File: src/hdl/energy_meter_frame_parser_defines.svh
// Assertion macros used by the energy meter frame parser top level.
`ifndef ENERGY_METER_FRAME_PARSER_DEFINES_SVH
`define ENERGY_METER_FRAME_PARSER_DEFINES_SVH

`ifndef SYNTH
`define EMFP_ASSERT_NOW(lbl, clk, rst_n, ante, cons) \
  lbl: assert property (@(posedge clk) disable iff (!rst_n) (ante) |-> (cons)) \
    else $error("emfp assertion failed");
`define EMFP_ASSERT_NEXT(lbl, clk, rst_n, ante, cons) \
  lbl: assert property (@(posedge clk) disable iff (!rst_n) (ante) |=> (cons)) \
    else $error("emfp assertion failed");
`else
`define EMFP_ASSERT_NOW(lbl, clk, rst_n, ante, cons)
`define EMFP_ASSERT_NEXT(lbl, clk, rst_n, ante, cons)
`endif

`endif

File: src/hdl/emfp_pkg.sv
// Types, constants and helper functions of the energy meter frame parser.
`timescale 1ns / 1ps

package emfp_pkg;

  localparam int unsigned FrameLen = 35;
  localparam int unsigned IdxW = 6;
  localparam int unsigned FieldW = 24;

  localparam logic [IdxW-1:0] LastIdx = IdxW'(FrameLen - 1);
  localparam logic [7:0] SumSeed = 8'h58;

  localparam logic [IdxW-1:0] OfsCurrent = IdxW'(4);
  localparam logic [IdxW-1:0] OfsVoltage = IdxW'(10);
  localparam logic [IdxW-1:0] OfsPower = IdxW'(16);
  localparam logic [IdxW-1:0] OfsPulses = IdxW'(22);
  localparam logic [IdxW-1:0] OfsTemp = IdxW'(28);

  typedef enum logic [1:0] {
    STATUS_OK    = 2'd0,
    STATUS_SHORT = 2'd1,
    STATUS_CSUM  = 2'd2
  } status_e;

  typedef enum logic {
    CMD_BYTE = 1'b0,
    CMD_END  = 1'b1
  } command_e;

  typedef struct packed {
    command_e   command;
    logic [7:0] rx_byte;
  } item_t;

  typedef struct packed {
    status_e           status;
    logic [FieldW-1:0] current_raw;
    logic [FieldW-1:0] voltage_raw;
    logic [FieldW-1:0] power_raw;
    logic [FieldW-1:0] energy_pulses;
    logic [FieldW-1:0] temperature_raw;
  } result_t;

  // Places a byte into a little-endian 24-bit field when the index hits it.
  function automatic logic [FieldW-1:0] latch_field(input logic [FieldW-1:0] field,
                                                    input logic [IdxW-1:0] base,
                                                    input logic [IdxW-1:0] idx,
                                                    input logic [7:0] b);
    logic [FieldW-1:0] f;
    f = field;
    if (idx == base) begin
      f[7:0] = b;
    end else if (idx == base + IdxW'(1)) begin
      f[15:8] = b;
    end else if (idx == base + IdxW'(2)) begin
      f[23:16] = b;
    end
    return f;
  endfunction

endpackage

File: src/hdl/emfp_in_reg.sv
// Input register stage holding one accepted transaction for the parser core.
`timescale 1ns / 1ps

module emfp_in_reg
  import emfp_pkg::*;
(
  input  logic  clk_i,
  input  logic  rst_ni,
  input  logic  valid_i,
  output logic  ready_o,
  input  item_t item_i,
  input  logic  down_ready_i,
  output logic  valid_o,
  output item_t item_o
);

  logic  valid_q, valid_d;
  item_t item_q, item_d;
  logic  load;

  assign ready_o = !valid_q || down_ready_i;
  assign load = valid_i && ready_o;

  always_comb begin
    valid_d = valid_q;
    item_d = item_q;
    if (load) begin
      valid_d = 1'b1;
      item_d = item_i;
    end else if (down_ready_i) begin
      valid_d = 1'b0;
    end
  end

  always_ff @(posedge clk_i or negedge rst_ni) begin
    if (!rst_ni) begin
      valid_q <= 1'b0;
    end else begin
      valid_q <= valid_d;
    end
  end

  always_ff @(posedge clk_i) begin
    item_q <= item_d;
  end

  assign valid_o = valid_q;
  assign item_o = item_q;

endmodule

File: src/hdl/emfp_core.sv
// Frame state of the parser: byte index, running sum, latched fields and result.
`timescale 1ns / 1ps

module emfp_core
  import emfp_pkg::*;
(
  input  logic    clk_i,
  input  logic    rst_ni,
  input  logic    fire_i,
  input  item_t   item_i,
  output logic    res_valid_o,
  output result_t res_o
);

  logic [IdxW-1:0]   idx_q, idx_d;
  logic [7:0]        sum_q, sum_d;
  logic [FieldW-1:0] cur_q, cur_d;
  logic [FieldW-1:0] volt_q, volt_d;
  logic [FieldW-1:0] pwr_q, pwr_d;
  logic [FieldW-1:0] pul_q, pul_d;
  logic [FieldW-1:0] temp_q, temp_d;

  always_comb begin
    idx_d = idx_q;
    sum_d = sum_q;
    cur_d = cur_q;
    volt_d = volt_q;
    pwr_d = pwr_q;
    pul_d = pul_q;
    temp_d = temp_q;
    res_valid_o = 1'b0;
    res_o = '0;
    res_o.status = STATUS_OK;
    if (fire_i) begin
      if (item_i.command == CMD_END) begin
        res_valid_o = 1'b1;
        res_o.status = STATUS_SHORT;
        idx_d = '0;
        sum_d = SumSeed;
      end else if (idx_q >= LastIdx) begin
        res_valid_o = 1'b1;
        res_o.status = (item_i.rx_byte == ~sum_q) ? STATUS_OK : STATUS_CSUM;
        res_o.current_raw = cur_q;
        res_o.voltage_raw = volt_q;
        res_o.power_raw = pwr_q;
        res_o.energy_pulses = pul_q;
        res_o.temperature_raw = temp_q;
        idx_d = '0;
        sum_d = SumSeed;
      end else begin
        sum_d = sum_q + item_i.rx_byte;
        cur_d = latch_field(cur_q, OfsCurrent, idx_q, item_i.rx_byte);
        volt_d = latch_field(volt_q, OfsVoltage, idx_q, item_i.rx_byte);
        pwr_d = latch_field(pwr_q, OfsPower, idx_q, item_i.rx_byte);
        pul_d = latch_field(pul_q, OfsPulses, idx_q, item_i.rx_byte);
        temp_d = latch_field(temp_q, OfsTemp, idx_q, item_i.rx_byte);
        idx_d = idx_q + IdxW'(1);
      end
    end
  end

  always_ff @(posedge clk_i or negedge rst_ni) begin
    if (!rst_ni) begin
      idx_q <= '0;
      sum_q <= SumSeed;
      cur_q <= '0;
      volt_q <= '0;
      pwr_q <= '0;
      pul_q <= '0;
      temp_q <= '0;
    end else begin
      idx_q <= idx_d;
      sum_q <= sum_d;
      cur_q <= cur_d;
      volt_q <= volt_d;
      pwr_q <= pwr_d;
      pul_q <= pul_d;
      temp_q <= temp_d;
    end
  end

endmodule

File: src/hdl/emfp_out_reg.sv
// Result register that holds one result transaction until the consumer takes it.
`timescale 1ns / 1ps

module emfp_out_reg
  import emfp_pkg::*;
(
  input  logic    clk_i,
  input  logic    rst_ni,
  input  logic    res_valid_i,
  input  result_t res_i,
  output logic    stage_ready_o,
  output logic    valid_o,
  input  logic    ready_i,
  output result_t res_o
);

  logic    valid_q, valid_d;
  result_t res_q, res_d;

  assign stage_ready_o = !valid_q || ready_i;

  always_comb begin
    valid_d = valid_q;
    res_d = res_q;
    if (stage_ready_o) begin
      valid_d = res_valid_i;
      if (res_valid_i) begin
        res_d = res_i;
      end
    end
  end

  always_ff @(posedge clk_i or negedge rst_ni) begin
    if (!rst_ni) begin
      valid_q <= 1'b0;
    end else begin
      valid_q <= valid_d;
    end
  end

  always_ff @(posedge clk_i) begin
    res_q <= res_d;
  end

  assign valid_o = valid_q;
  assign res_o = res_q;

endmodule

File: src/hdl/energy_meter_frame_parser.sv
// Top level of the energy meter frame parser.
//
//   Channel  Handshake                  Payload
//   input    in_valid_i / in_ready_o    command_i, rx_byte_i
//   output   out_valid_o / out_ready_i  status_o, current_raw_o, voltage_raw_o,
//                                       power_raw_o, energy_pulses_o, temperature_raw_o
//
// One input transaction is taken per cycle while in_ready_o is high and loads the input
// register; the result register loads a result when the core takes a frame-ending item.
// Reset returns the byte index to zero, the running sum to 0x58 and clears both stages.
// A held result stalls the core, and the input register then fills and drops in_ready_o.
`timescale 1ns / 1ps
`include "energy_meter_frame_parser_defines.svh"

module energy_meter_frame_parser
  import emfp_pkg::*;
(
  input  logic        clk_i,
  input  logic        rst_ni,
  input  logic        in_valid_i,
  output logic        in_ready_o,
  input  logic        command_i,
  input  logic [7:0]  rx_byte_i,
  output logic        out_valid_o,
  input  logic        out_ready_i,
  output logic [1:0]  status_o,
  output logic [23:0] current_raw_o,
  output logic [23:0] voltage_raw_o,
  output logic [23:0] power_raw_o,
  output logic [23:0] energy_pulses_o,
  output logic [23:0] temperature_raw_o
);

  item_t   in_item;
  item_t   core_item;
  logic    core_valid;
  logic    stage_ready;
  logic    core_fire;
  logic    res_valid;
  result_t res;
  result_t out_res;

  assign in_item.command = command_e'(command_i);
  assign in_item.rx_byte = rx_byte_i;

  emfp_in_reg u_in_reg (
    .clk_i        (clk_i),
    .rst_ni       (rst_ni),
    .valid_i      (in_valid_i),
    .ready_o      (in_ready_o),
    .item_i       (in_item),
    .down_ready_i (stage_ready),
    .valid_o      (core_valid),
    .item_o       (core_item)
  );

  assign core_fire = core_valid && stage_ready;

  emfp_core u_core (
    .clk_i       (clk_i),
    .rst_ni      (rst_ni),
    .fire_i      (core_fire),
    .item_i      (core_item),
    .res_valid_o (res_valid),
    .res_o       (res)
  );

  emfp_out_reg u_out_reg (
    .clk_i         (clk_i),
    .rst_ni        (rst_ni),
    .res_valid_i   (res_valid),
    .res_i         (res),
    .stage_ready_o (stage_ready),
    .valid_o       (out_valid_o),
    .ready_i       (out_ready_i),
    .res_o         (out_res)
  );

  assign status_o = out_res.status;
  assign current_raw_o = out_res.current_raw;
  assign voltage_raw_o = out_res.voltage_raw;
  assign power_raw_o = out_res.power_raw;
  assign energy_pulses_o = out_res.energy_pulses;
  assign temperature_raw_o = out_res.temperature_raw;

  `EMFP_ASSERT_NOW(a_short_zero, clk_i, rst_ni, out_valid_o && status_o == STATUS_SHORT, current_raw_o == '0 && voltage_raw_o == '0 && power_raw_o == '0 && energy_pulses_o == '0 && temperature_raw_o == '0)
  `EMFP_ASSERT_NOW(a_hold_stalls, clk_i, rst_ni, out_valid_o && !out_ready_i, !core_fire)
  `EMFP_ASSERT_NEXT(a_cmd_result, clk_i, rst_ni, core_fire && core_item.command == CMD_END, out_valid_o && status_o == STATUS_SHORT)

endmodule

File: config.mk
export PLATFORM = sky130hd
export DESIGN_NAME = energy_meter_frame_parser
export DESIGN_NICKNAME = d
export VERILOG_FILES = /design/src/hdl/emfp_pkg.sv /design/src/hdl/emfp_in_reg.sv /design/src/hdl/emfp_core.sv /design/src/hdl/emfp_out_reg.sv /design/src/hdl/energy_meter_frame_parser.sv
export VERILOG_INCLUDE_DIRS = /design/src /design/src/hdl
export SDC_FILE = /design/constraint.sdc
export NUM_CORES = 1
export LEC_CHECK = 0
export BUFFER_PORTS_ARGS = -buffer_cell sky130_fd_sc_hd__buf_2
export CELL_PAD_IN_SITES_DETAIL_PLACEMENT = 0
export CELL_PAD_IN_SITES_GLOBAL_PLACEMENT = 1
export CORE_UTILIZATION = 42
export CTS_BUF_LIST = sky130_fd_sc_hd__clkbuf_16
export DETAILED_ROUTE_END_ITERATION = 8
export GPL_TIMING_DRIVEN = 0
export HOLD_SLACK_MARGIN = 0.12
export PLACE_DENSITY_LB_ADDON = 0.1
export SLEW_MARGIN = 10
export SYNTH_ARGS = -nofsm -noshare
export SYNTH_HDL_FRONTEND = slang
export SYNTH_SLANG_ARGS = --single-unit
File: constraint.sdc
create_clock -name clk_i -period 8.2 [get_ports clk_i]
set_input_delay 1.64 -clock clk_i [delete_from_list [all_inputs] [get_ports clk_i]]
set_output_delay 1.64 -clock clk_i [all_outputs]
set_load 0.005 [all_outputs]
==> results.py, run 1 <==
metrics = {
    "outcome": {
        "status": "finished, final reports clean",
    },
    "flow_run": {
        "cap_violations": 0,
    },
    "hold_path": {
        "min_path_type": "reg -> reg",
        "min_path_cells": 2,
    },
    "final_layout": {
        "syn2layout_area_growth_pct": 20.6,
        "layout_common_cells": "142 x buf_2, 133 x dfrtp_1, 131 x edfxtp_1",
        "mostFrequentLayoutCell": "buf_2",
        "n_antenna_cell": 0,
        "drive_above_1_share_pct": 38.3,
        "utilization_pct": 51.7,
        "multi_input_area_mm2": 0.00299,
        "regArea_mm2": 0.00734,
        "nFillCells": 2105,
        "nets": 853,
    },
    "clock_tree": {
        "htreeDepth": 1,
        "clock_sink_count": 267,
        "clock_latency_ns": 0.53,
        "clk_pin_slew_worst_paths_ns": 0.06,
        "post_cts_buffers": 0,
        "clockBufferDepth": 3,
        "cts_made_buffers": 28,
        "cts_tree": "yes",
        "clock-root-buffer": "clkbuf_16",
        "cts_resized": 0,
        "cts_hold_buf": 0,
    },
    "global_route": {
        "grt_pass1_wl_um": 34500,
        "track_usage_pct": 17.5,
        "grt-ovfl-total": 0,
        "grt_antenna_before_repair": 1,
        "grt_pass1_vias": 6095,
        "grt_max_degree": 70,
    },
    "power": {
        "pwr-share-comb_pct": 9.2,
        "ir_drop_mv": 0.133,
        "leakagePower_nw": 5.71,
        "power_switching_mw": 0.689,
        "p_sw_share_pct": 22.7,
        "p_int_mw": 2.34,
        "clockPowerShare_pct": 40.0,
        "seqPwrFrac_pct": 50.8,
        "powerDensity_mw_per_mm2": 240,
    },
    "floorplan": {
        "fp.dieW_um": 160,
        "die_y_um": 160,
        "rows": 57,
        "ios": 137,
        "fp.dieArea_mm2": 0.0255,
        "core_area_mm2": 0.0244,
        "start_util_pct": 42.9,
    },
    "timing": {
        "max_slew.worst_pin.slew_ns": 0.849,
        "timing.fmax_mhz": 269,
        "min_period_ns": 3.72,
        "skew_ns": 0.00819,
        "rsz0062_at_grt": "false",
        "hold_slack_ns": 0.496,
        "slew_headroom_pct": 43.4,
        "drv_slew": 0,
        "period_share_pct": 45.4,
        "setup_viol": 0,
        "hold_viol": 0,
        "finalSetupTns_ns": 0,
    },
    "worst_setup_path": {
        "crit_slowest_cell": "nand3b_1",
        "arrival_ns": 2.08,
        "cp_common_cell": "buf_2",
        "critical_path.max_fanout": 3,
        "crit_chain": "buf_2, nand3b_1, buf_2",
        "cp-endpoint": "in_ready_o",
        "cp-end-kind": "output pin",
        "critPathKind": "in -> out",
        "reg2reg_to": "u_out_reg.res_o[41]$_SDFFCE_PP0P_",
        "crit_path_start": "out_ready_i",
        "crit_required_ns": 6.56,
        "cp-start-kind": "input port",
        "r2r_slack_ns": 5.64,
        "max_stage_delay_ns": 0.19,
        "reg2reg_depth": 7,
        "reg2reg_from": "u_core.idx_q[0]$_DFFE_PN0N_",
    },
    "yosys": {
        "ys_seq_area_share_pct": 70.2,
        "ys.flop_type": "dfrtp_1",
        "synth_area_mm2": 0.0105,
        "netlist_instances": 656,
        "yosys_warnings": 0,
        "ys_ff_latch": 267,
        "synthArstFlopShare_pct": 50.9,
        "synth_cell_types": 47,
        "synth.avg_cell_area_um2": 16.0,
        "synth_edf_count": 131,
        "syn-num-nets": 681,
    },
    "detailed_routing": {
        "dr.pass1.iters": 4,
        "vias_per_cell": 4.90,
        "wl_per_cell_um": 18.4,
        "num_vias": 5738,
        "drt.antenna.violating_nets": 0,
        "wl_um": 21600,
        "drtIter0Drc": 270,
        "drcViolationCount": 0,
    },
    "placement": {
        "dp_hpwl_um": 14500,
        "place_congestion": 0.796,
        "port_buffers": 136,
    },
}
-- stage by stage --
| stage | area, µm² | total power, mW | std cells | worst slack, ns |
|---|---|---|---|---|
| finish | 12600 | 3.03 | 1172 | 4.48 |
| global route | 12600 | 3.17 | 1172 | 4.43 |
| CTS | 12600 | 3.08 | 1172 | 4.48 |
| detailed placement | 11700 | 1.85 | 1122 | 4.43 |
| global placement | 11600 | 1.83 | 1116 | 1.06 |
| floorplan | 10500 | 1.74 | 656 | 2.37 |
-- Yosys cell counts (2+ instances only) --
cell      instances  share of area [%]
xor2_1            6               0.50
edfxtp_1        131                 38
xnor2_1           3               0.25
nand4_1           5               0.30
nor4_4            2               0.41
a22o_1            2               0.17
a211oi_1          2               0.14
dfstp_2           3               0.75
and3_1            2               0.12
nand3_1           5               0.24
and2_1          122                7.3
nor4bb_1          2               0.19
o31a_1            2               0.17
dfrtp_1         133                 32
a21o_1            3               0.22
nor3_4            2               0.31
nor3_2            2               0.19
mux2_2          119                 13
o21ai_0           8               0.38
clkbuf_1         23               0.83
ha_1             11                1.3
nand2b_1          3               0.18
buf_2             7               0.33
nand2_1          10               0.36
a21oi_1           8               0.38
nor2_1           15               0.54
inv_1             5               0.18
-- worst max-delay path: cells and delay by family --
| kind | cells | cell delay, ns |
|---|---|---|
| AND/OR/NAND/NOR | 1 | 0.19 |
| buffers and inverters | 2 | 0.26 |
-- kinds of logic (layout without fill, tap and decap cells) --
logic type,after synthesis,after routing,synth area share [%]
flip-flops,267,267,70.2
adder cells (fa/ha/maj),12,12,1.51
buffers and inverters,36,228,1.41
XOR/XNOR,9,9,0.753
AO/OA/AOI/OAI,32,32,2.06
AND/OR/NAND/NOR,180,180,11.2
multiplexers,120,120,12.9
-- flip-flops by register name, indices dropped and copies added, names as in the netlist --
register / flops
u_in_reg.item_o: 9
u_in_reg.valid_o: 1
u_core.volt_q: 24
u_out_reg.valid_o: 1
u_core.pul_q: 24
u_out_reg.res_o: 122
u_core.sum_q: 8
u_core.pwr_q: 24
u_core.temp_q: 24
u_core.cur_q: 24
u_core.idx_q: 6
-- cell type report --
| cell class | count | share of cell area, % |
|---|---|---|
| flip-flops and latches | 267 | 58.2 |
| repair buffers | 142 | 6.70 |
| multi-input cells | 353 | 23.7 |
| plain buffers | 31 | 1.02 |
| clock buffers | 29 | 5.75 |
| well taps | 324 | 3.21 |
| clock inverters | 21 | 1.30 |
| inverters | 5 | 0.149 |
-- layer usage --
metal / up-vias / part of all wire [%] / track usage [%]
met1: 2881 / 44 / 23.1
met4: 0 / 2.2 / 5.41
met3: 35 / 4.4 / 2.81
li1: 2675 / - / -
met5: - / 0 / 0
met2: 147 / 49 / 29.7
-- how the worst min path moves through the flow --
stage                            startpoint                      endpoint
2_1_floorplan  u_core.pwr_q[21]$_DFFE_PN0P_  u_core.pwr_q[21]$_DFFE_PN0P_
3_3_place_gp   u_core.pwr_q[21]$_DFFE_PN0P_  u_core.pwr_q[21]$_DFFE_PN0P_
3_5_place_dp   u_core.volt_q[5]$_DFFE_PN0P_  u_core.volt_q[5]$_DFFE_PN0P_
4_1_cts         u_core.cur_q[3]$_DFFE_PN0P_   u_core.cur_q[3]$_DFFE_PN0P_
5_1_grt         u_core.cur_q[3]$_DFFE_PN0P_   u_core.cur_q[3]$_DFFE_PN0P_
6_report        u_core.sum_q[5]$_DFFE_PN0N_   u_core.sum_q[5]$_DFFE_PN0N_
-- power groups by stage --
stage               sequential (mW)  clock, mW  combinational (mW)
floorplan                      1.56          0               0.175
global placement               1.57          0               0.258
detailed placement             1.57          0               0.282
CTS                            1.54       1.25               0.283
global route                   1.55       1.31               0.311
finish                         1.54       1.21               0.280
No activity file was read; power rests on OpenSTA's default activity.
==> run 2: changes to the inputs <==
- ABC_AREA: default -> 1
- CORE_UTILIZATION: 42 -> 41
- clock period: 8.2 -> 3 ns (I/O delays scaled with it)
==> run 2 against run 1 <==
Net effect:
- the flow now finishes with violations (DRC)
- register-to-register slack lost 5.4 ns
- final area grew 4.2%
- final cell count grew 35%
- via count grew 28%
- wire length grew 16%
- core utilization shrank 1.4 points
- global-route usage grew 1.5 points
- largest power group unchanged
- highest routed layer unchanged
==> results.py, run 2 <==
metrics = {
    "worst_setup_path": {
        "crit_slowest_cell": "dfrtp_1",
        "crit_path_start": "u_core.idx_q[2]$_DFFE_PN0N_",
        "crit_chain": "nor2_4, nand3_4, nand2_4, nand2_8, nand2_4, clkinvlp_4, buf_12, buf_12, buf_12",
        "cp_common_cell": "buf_12",
        "max_stage_delay_ns": 0.49,
        "arrival_ns": 3.04,
        "crit_required_ns": 3.28,
        "cp-start-kind": "register",
        "reg2reg_from": "u_core.idx_q[2]$_DFFE_PN0N_",
        "cp-end-kind": "register",
        "critical_path.max_fanout": 38,
        "critPathKind": "reg -> reg",
    },
    "yosys": {
        "yosysMostFrequentCell": "nand2_1",
        "yosys_warnings": 0,
        "synth.area.top_cells": "edfxtp_1 36%, dfrtp_1 30%, nand2_1 8.2%",
        "syn-num-nets": 1078,
        "ys_top_cells_by_count": "239 x nand2_1, 155 x inv_1, 145 x nor2_1",
        "synth_cell_types": 38,
        "netlist_instances": 1053,
        "synth_area_mm2": 0.0109,
        "synth_edf_count": 131,
        "synthArstFlopShare_pct": 50.9,
        "synth_top_area_share_pct": 36.0,
        "ys_seq_area_share_pct": 67.1,
        "ys.flop_type": "dfrtp_1",
        "yosysTopAreaCell": "edfxtp_1",
        "synth.avg_cell_area_um2": 10.4,
        "ys_ff_latch": 267,
    },
    "clock_tree": {
        "clock_sink_count": 267,
        "clock-root-buffer": "clkbuf_16",
        "htreeDepth": 1,
        "post_cts_buffers": 0,
        "cts_tree": "yes",
        "clock_latency_ns": 0.54,
        "clockBufferDepth": 3,
        "clk_pin_slew_worst_paths_ns": 0.06,
        "cts_made_buffers": 29,
    },
    "flow_run": {
        "cap_violations": 0,
    },
    "power": {
        "p_sw_share_pct": 26.7,
        "seqPwrFrac_pct": 47.6,
        "powerDensity_mw_per_mm2": 716,
        "ir_drop_mv": 0.397,
        "p_int_mw": 6.90,
        "leakagePower_nw": 5.85,
        "clockPowerShare_pct": 38.3,
        "pwr-share-comb_pct": 14.1,
        "power_switching_mw": 2.51,
    },
    "final_layout": {
        "n_antenna_cell": 0,
        "utilization_pct": 50.3,
        "nFillCells": 2511,
        "largest_reg_flops": 122,
        "mostFrequentLayoutCell": "nand2_1",
        "drive_above_1_share_pct": 20.2,
        "regArea_mm2": 0.00734,
        "layout_common_cells": "238 x nand2_1, 155 x inv_1, 152 x buf_2",
        "stdcell_area_mm2": 0.0131,
        "syn2layout_area_growth_pct": 20.2,
        "multi_input_area_mm2": 0.00283,
        "final_cells": 1582,
        "nets": 1250,
    },
    "placement": {
        "dpl_worst_slack_ns": -0.170,
        "place_area_mm2": 0.0122,
        "place_congestion": 0.873,
        "dp_hpwl_um": 16800,
        "placed_cells": 1528,
        "port_buffers": 136,
    },
    "global_route": {
        "grt_pass1_vias": 7058,
        "track_usage_pct": 19.0,
        "grt_antenna_before_repair": 0,
        "grt_pass1_wl_um": 39400,
        "grt-ovfl-total": 0,
        "grt_max_degree": 75,
    },
    "timing": {
        "skew_ns": 0.0143,
        "drv_slew": 0,
        "slew_headroom_pct": 36.5,
        "finalSetupTns_ns": 0,
        "min_period_ns": 2.77,
        "timing.fmax_mhz": 361,
        "hold_viol": 0,
        "rsz0062_at_grt": "false",
        "setup_slack_ns": 0.234,
        "setup_viol": 0,
        "period_share_pct": 92.2,
        "max_slew.worst_pin.slew_ns": 0.953,
    },
    "detailed_routing": {
        "drtIter0Drc": 479,
        "wl_um": 25100,
        "dr.pass1.iters": 6,
        "num_vias": 7354,
        "drcViolationCount": 29,
        "drt.antenna.violating_nets": 0,
        "vias_per_cell": 4.65,
        "wl_per_cell_um": 15.9,
    },
    "floorplan": {
        "start_util_pct": 41.8,
        "fp.dieArea_mm2": 0.0273,
        "core_area_mm2": 0.0261,
        "die_y_um": 165,
        "ios": 137,
        "fp.dieW_um": 165,
        "rows": 59,
    },
    "hold_path": {
        "min_path_type": "in -> reg",
        "worstHoldStart": "rx_byte_i[7]",
    },
    "outcome": {
        "violations": "DRC",
        "status": "finished, violations left",
    },
}
## run 2: changes by cell type after synthesis, sizes merged, moves of 3 or more
cell | previous run | this run
mux2 | 120 | 0
nand4 | 6 | 12
nor2 | 16 | 155
and2 | 122 | 0
nand3 | 6 | 71
nand2 | 11 | 247
o21ai | 9 | 68
a21o | 3 | 0
nand2b | 4 | 0
buf | 8 | 26
inv | 5 | 156
clkbuf | 23 | 12
## run 2: power by group through the flow
stage,Combinational (mW),Clock [mW],Sequential (mW)
finish,1.32,3.61,4.48
CTS,1.34,3.69,4.48
global route,1.52,3.83,4.53
global placement,1.29,0,4.56
detailed placement,1.33,0,4.55
floorplan,0.887,0,4.52
## run 2: critical path: cells and delay by family (launching register included)
| family | cells | cell delay (ns) |
|---|---|---|
| DFF | 1 | 0.49 |
| and+or+nand+nor | 5 | 0.74 |
| buffers and inverters | 4 | 1.23 |
## run 2: logic make-up after synthesis
logic type | after synthesis | synth area share (%)
buf+inv | 195 | 7.27
fa+ha+maj | 12 | 1.44
flops | 267 | 67.1
xor+xnor | 6 | 0.481
compound gates | 80 | 4.15
simple gates | 493 | 19.5
## run 2: layer usage
| layer | share of wire [%] | up-vias | track usage, % |
|---|---|---|---|
| met5 | 0 | - | 0 |
| met3 | 4.3 | 32 | 2.45 |
| met1 | 50 | 3468 | 28.3 |
| li1 | - | 3703 | - |
| met2 | 45 | 151 | 29.5 |
| met4 | 1.6 | 0 | 4.30 |
## run 2: path summary, 6_finish.rpt
kind	depth (start not counted)	end	slack, ns
setup / recovery	9	u_out_reg.res_o[72]$_SDFFCE_PP0P_	0.23
hold / removal	1	u_in_reg.item_o[7]$_DFFE_PP_	0.23
setup reg to reg	9	u_out_reg.res_o[72]$_SDFFCE_PP0P_	0.23
hold reg to reg	2	u_core.temp_q[16]$_DFFE_PN0P_	0.47
max in group asynchronous	3	u_core.pwr_q[14]$_DFFE_PN0P_	1.66
min in group asynchronous	2	u_core.volt_q[21]$_DFFE_PN0P_	0.57
## run 2: timing repair
item                                    CTS  global route
gates resized for setup                   0             1
hold buffers                              1             0
hold endpoints to repair                 59             0
endpoints found under the setup margin    0            34
## run 2: layout make-up
cell class	instances	share of cell area, %
multi-input cells	591	21.5
clock buffers	29	5.52
repair buffers	141	6.00
flip-flops and latches	267	55.8
inverters	157	4.53
clock inverters	24	1.82
well taps	335	3.19
plain buffers	38	1.57
## run 2: metrics by stage
| step | total power [mW] | hold WS, ns |
|---|---|---|
| after floorplan | 5.41 | 0.304 |
| after global placement | 5.84 | 0.455 |
| after detailed placement | 5.88 | 0.459 |
| after CTS | 9.51 | 0.210 |
| after global routing | 9.87 | 0.215 |
| final | 9.41 | 0.230 |
==> run 3: changes to the inputs <==
==> constraint.sdc (replaced) <==
create_clock -name clk_i -period 3 [get_ports clk_i]
set_input_delay 0.15 -clock clk_i [delete_from_list [all_inputs] [get_ports clk_i]]
set_output_delay 0.15 -clock clk_i [all_outputs]
set_load 0.005 [all_outputs]
==> run 3 against run 2 <==
Net effect:
- the run still ends with DRC left
- final area rose by 0.72%
- first-iteration DRC count down 9.2%
- non-clock buffer count increased by 13
- fmax fell by 1.5%
- final cell count is 0.82% higher
- global-route usage rose by 0.070 points
- combinational power is essentially flat
- clock-buffer cell count stayed put
- die area did not move
- via count grew 0.54%
- highest routed layer unchanged
==> results.py, run 3 (synthesized netlist as in run 2, its figures left out) <==
metrics = {
    "outcome": {
        "status": "finished, violations left",
        "violations": "DRC",
    },
    "timing": {
        "min_period_ns": 2.81,
        "hold_viol": 0,
        "rsz0062_at_grt": "false",
        "timing.fmax_mhz": 356,
        "hold_slack_ns": 0.150,
        "period_share_pct": 93.6,
        "skew_ns": 0.00980,
        "finalSetupTns_ns": 0,
        "slew_headroom_pct": 34.3,
        "drv_slew": 0,
        "setup_viol": 0,
        "max_slew.worst_pin.slew_ns": 0.985,
    },
    "clock_tree": {
        "htreeDepth": 1,
        "clockBufferDepth": 3,
        "cts_made_buffers": 28,
        "clock_latency_ns": 0.53,
        "cts_tree": "yes",
        "clock_sink_count": 267,
        "cts_resized": 0,
        "clock-root-buffer": "clkbuf_16",
        "clk_pin_slew_worst_paths_ns": 0.06,
        "post_cts_buffers": 0,
    },
    "global_route": {
        "grt_max_degree": 70,
        "grt_pass1_wl_um": 39500,
        "track_usage_pct": 19.1,
        "grt_antenna_before_repair": 0,
        "grt_pass1_vias": 7233,
        "grt-ovfl-total": 0,
    },
    "placement": {
        "dp_hpwl_um": 16800,
        "port_buffers": 136,
        "place_congestion": 0.885,
    },
    "detailed_routing": {
        "vias_per_cell": 4.64,
        "drt.antenna.violating_nets": 0,
        "drtIter0Drc": 435,
        "num_vias": 7394,
        "wl_per_cell_um": 15.8,
        "drcViolationCount": 20,
        "dr.pass1.iters": 7,
        "wl_um": 25100,
    },
    "worst_setup_path": {
        "reg2reg_depth": 6,
        "cp-end-kind": "register",
        "crit_required_ns": 3.22,
        "worst-path-buf-inv": 4,
        "cp-start-kind": "register",
        "max_stage_delay_ns": 0.49,
        "critical_path.max_fanout": 35,
        "crit_slowest_cell": "clkbuf_1",
        "reg2reg_from": "u_in_reg.valid_o$_DFFE_PN0P_",
        "cp_common_cell": "buf_12",
        "arrival_ns": 3.03,
        "r2r_slack_ns": 0.19,
        "critPathKind": "reg -> reg",
        "crit_chain": "a21boi_1, clkbuf_1, nand2_4, clkinvlp_4, buf_12, buf_12",
        "cp.depth": 6,
        "reg2reg_to": "u_out_reg.res_o[75]$_SDFFCE_PP0P_",
        "path_delay_family": "buffers and inverters",
    },
    "power": {
        "ir_drop_mv": 0.384,
        "powerDensity_mw_per_mm2": 701,
        "leakagePower_nw": 5.90,
    },
    "final_layout": {
        "n_antenna_cell": 0,
        "drive_above_1_share_pct": 19.5,
        "mostFrequentLayoutCell": "nand2_1",
        "multi_input_area_mm2": 0.00283,
        "syn2layout_area_growth_pct": 21.1,
        "nets": 1263,
        "layout_common_cells": "238 x nand2_1, 161 x inv_1, 152 x buf_2",
        "nFillCells": 2522,
        "largest_reg_flops": 122,
        "regArea_mm2": 0.00734,
    },
    "floorplan": {
        "fp.dieW_um": 165,
        "fp.dieArea_mm2": 0.0273,
        "start_util_pct": 41.8,
        "die_y_um": 165,
        "ios": 137,
        "core_area_mm2": 0.0261,
        "rows": 59,
    },
    "flow_run": {
        "cap_violations": 0,
    },
    "hold_path": {
        "min_path_type": "in -> async",
    },
}
## run 3: worst register-to-register path: cells and delay by family (launching register included)
kind	cells	cell delay [ns]
buffers and inverters	4	1.42
AND/OR/NAND/NOR	1	0.14
flip-flops	1	0.44
AO/OA/AOI/OAI	1	0.48
## run 3: layout make-up
| type | instances | share of cell area, % |
|---|---|---|
| Tap cell | 335 | 3.17 |
| Clock inverter | 23 | 1.48 |
| Multi-Input combinational cell | 591 | 21.4 |
| Inverter | 157 | 4.50 |
| Timing Repair Buffer | 154 | 6.99 |
| Clock buffer | 29 | 5.48 |
| Timing Repair inverter | 1 | 0.0378 |
| Buffer | 38 | 1.55 |
| Sequential cell | 267 | 55.4 |
## run 3: worst max path at each step
stage	startpoint	end	slack (ns)
after floorplan	u_core.idx_q[0]$_DFFE_PN0N_	u_out_reg.res_o[0]$_SDFFCE_PP0P_	-0.31
after global placement	u_core.idx_q[3]$_DFFE_PN0N_	u_out_reg.res_o[30]$_SDFFCE_PP0P_	-1.33
after detailed placement	u_in_reg.valid_o$_DFFE_PN0P_	u_out_reg.res_o[30]$_SDFFCE_PP0P_	0.02
after CTS	u_in_reg.valid_o$_DFFE_PN0P_	u_out_reg.res_o[33]$_SDFFCE_PP0P_	0.17
after global routing	u_in_reg.valid_o$_DFFE_PN0P_	u_out_reg.res_o[111]$_SDFFCE_PP0P_	0.02
final	u_in_reg.valid_o$_DFFE_PN0P_	u_out_reg.res_o[75]$_SDFFCE_PP0P_	0.19
## run 3: per-stage QoR
stage | power [mW] | cell area, µm² | std cells | util [%] | setup WS (ns)
2_1_floorplan | 5.41 | 11000 | 1053 | - | -0.307
3_3_place_gp | 5.85 | 12100 | 1524 | 46.2 | -1.33
3_5_place_dp | 5.88 | 12200 | 1528 | 46.6 | 0.0228
4_1_cts | 9.40 | 13200 | 1595 | 50.7 | 0.173
5_1_grt | 9.74 | 13200 | 1595 | 50.7 | 0.0225
6_report | 9.28 | 13200 | 1595 | 50.7 | 0.191
## run 3: repair_timing
| action | in CTS | in global routing |
|---|---|---|
| hold endpoints to repair | 144 | 0 |
| endpoints found under the setup margin | 28 | 0 |
| hold buffers | 14 | 0 |
## run 3: report_power, final
group	switching, mW	internal, mW
clock network	1.37	2.07
registers	0.219	4.26
logic	0.879	0.475
total	2.46	6.81
## run 3: per-layer routing
metal	GRT usage, %	wire (µm)	vias up
met4	4.21	375	0
met5	0	0	-
met2	30.1	11300	145
met3	2.47	1100	30
li1	-	-	3715
met1	28.0	12300	3504
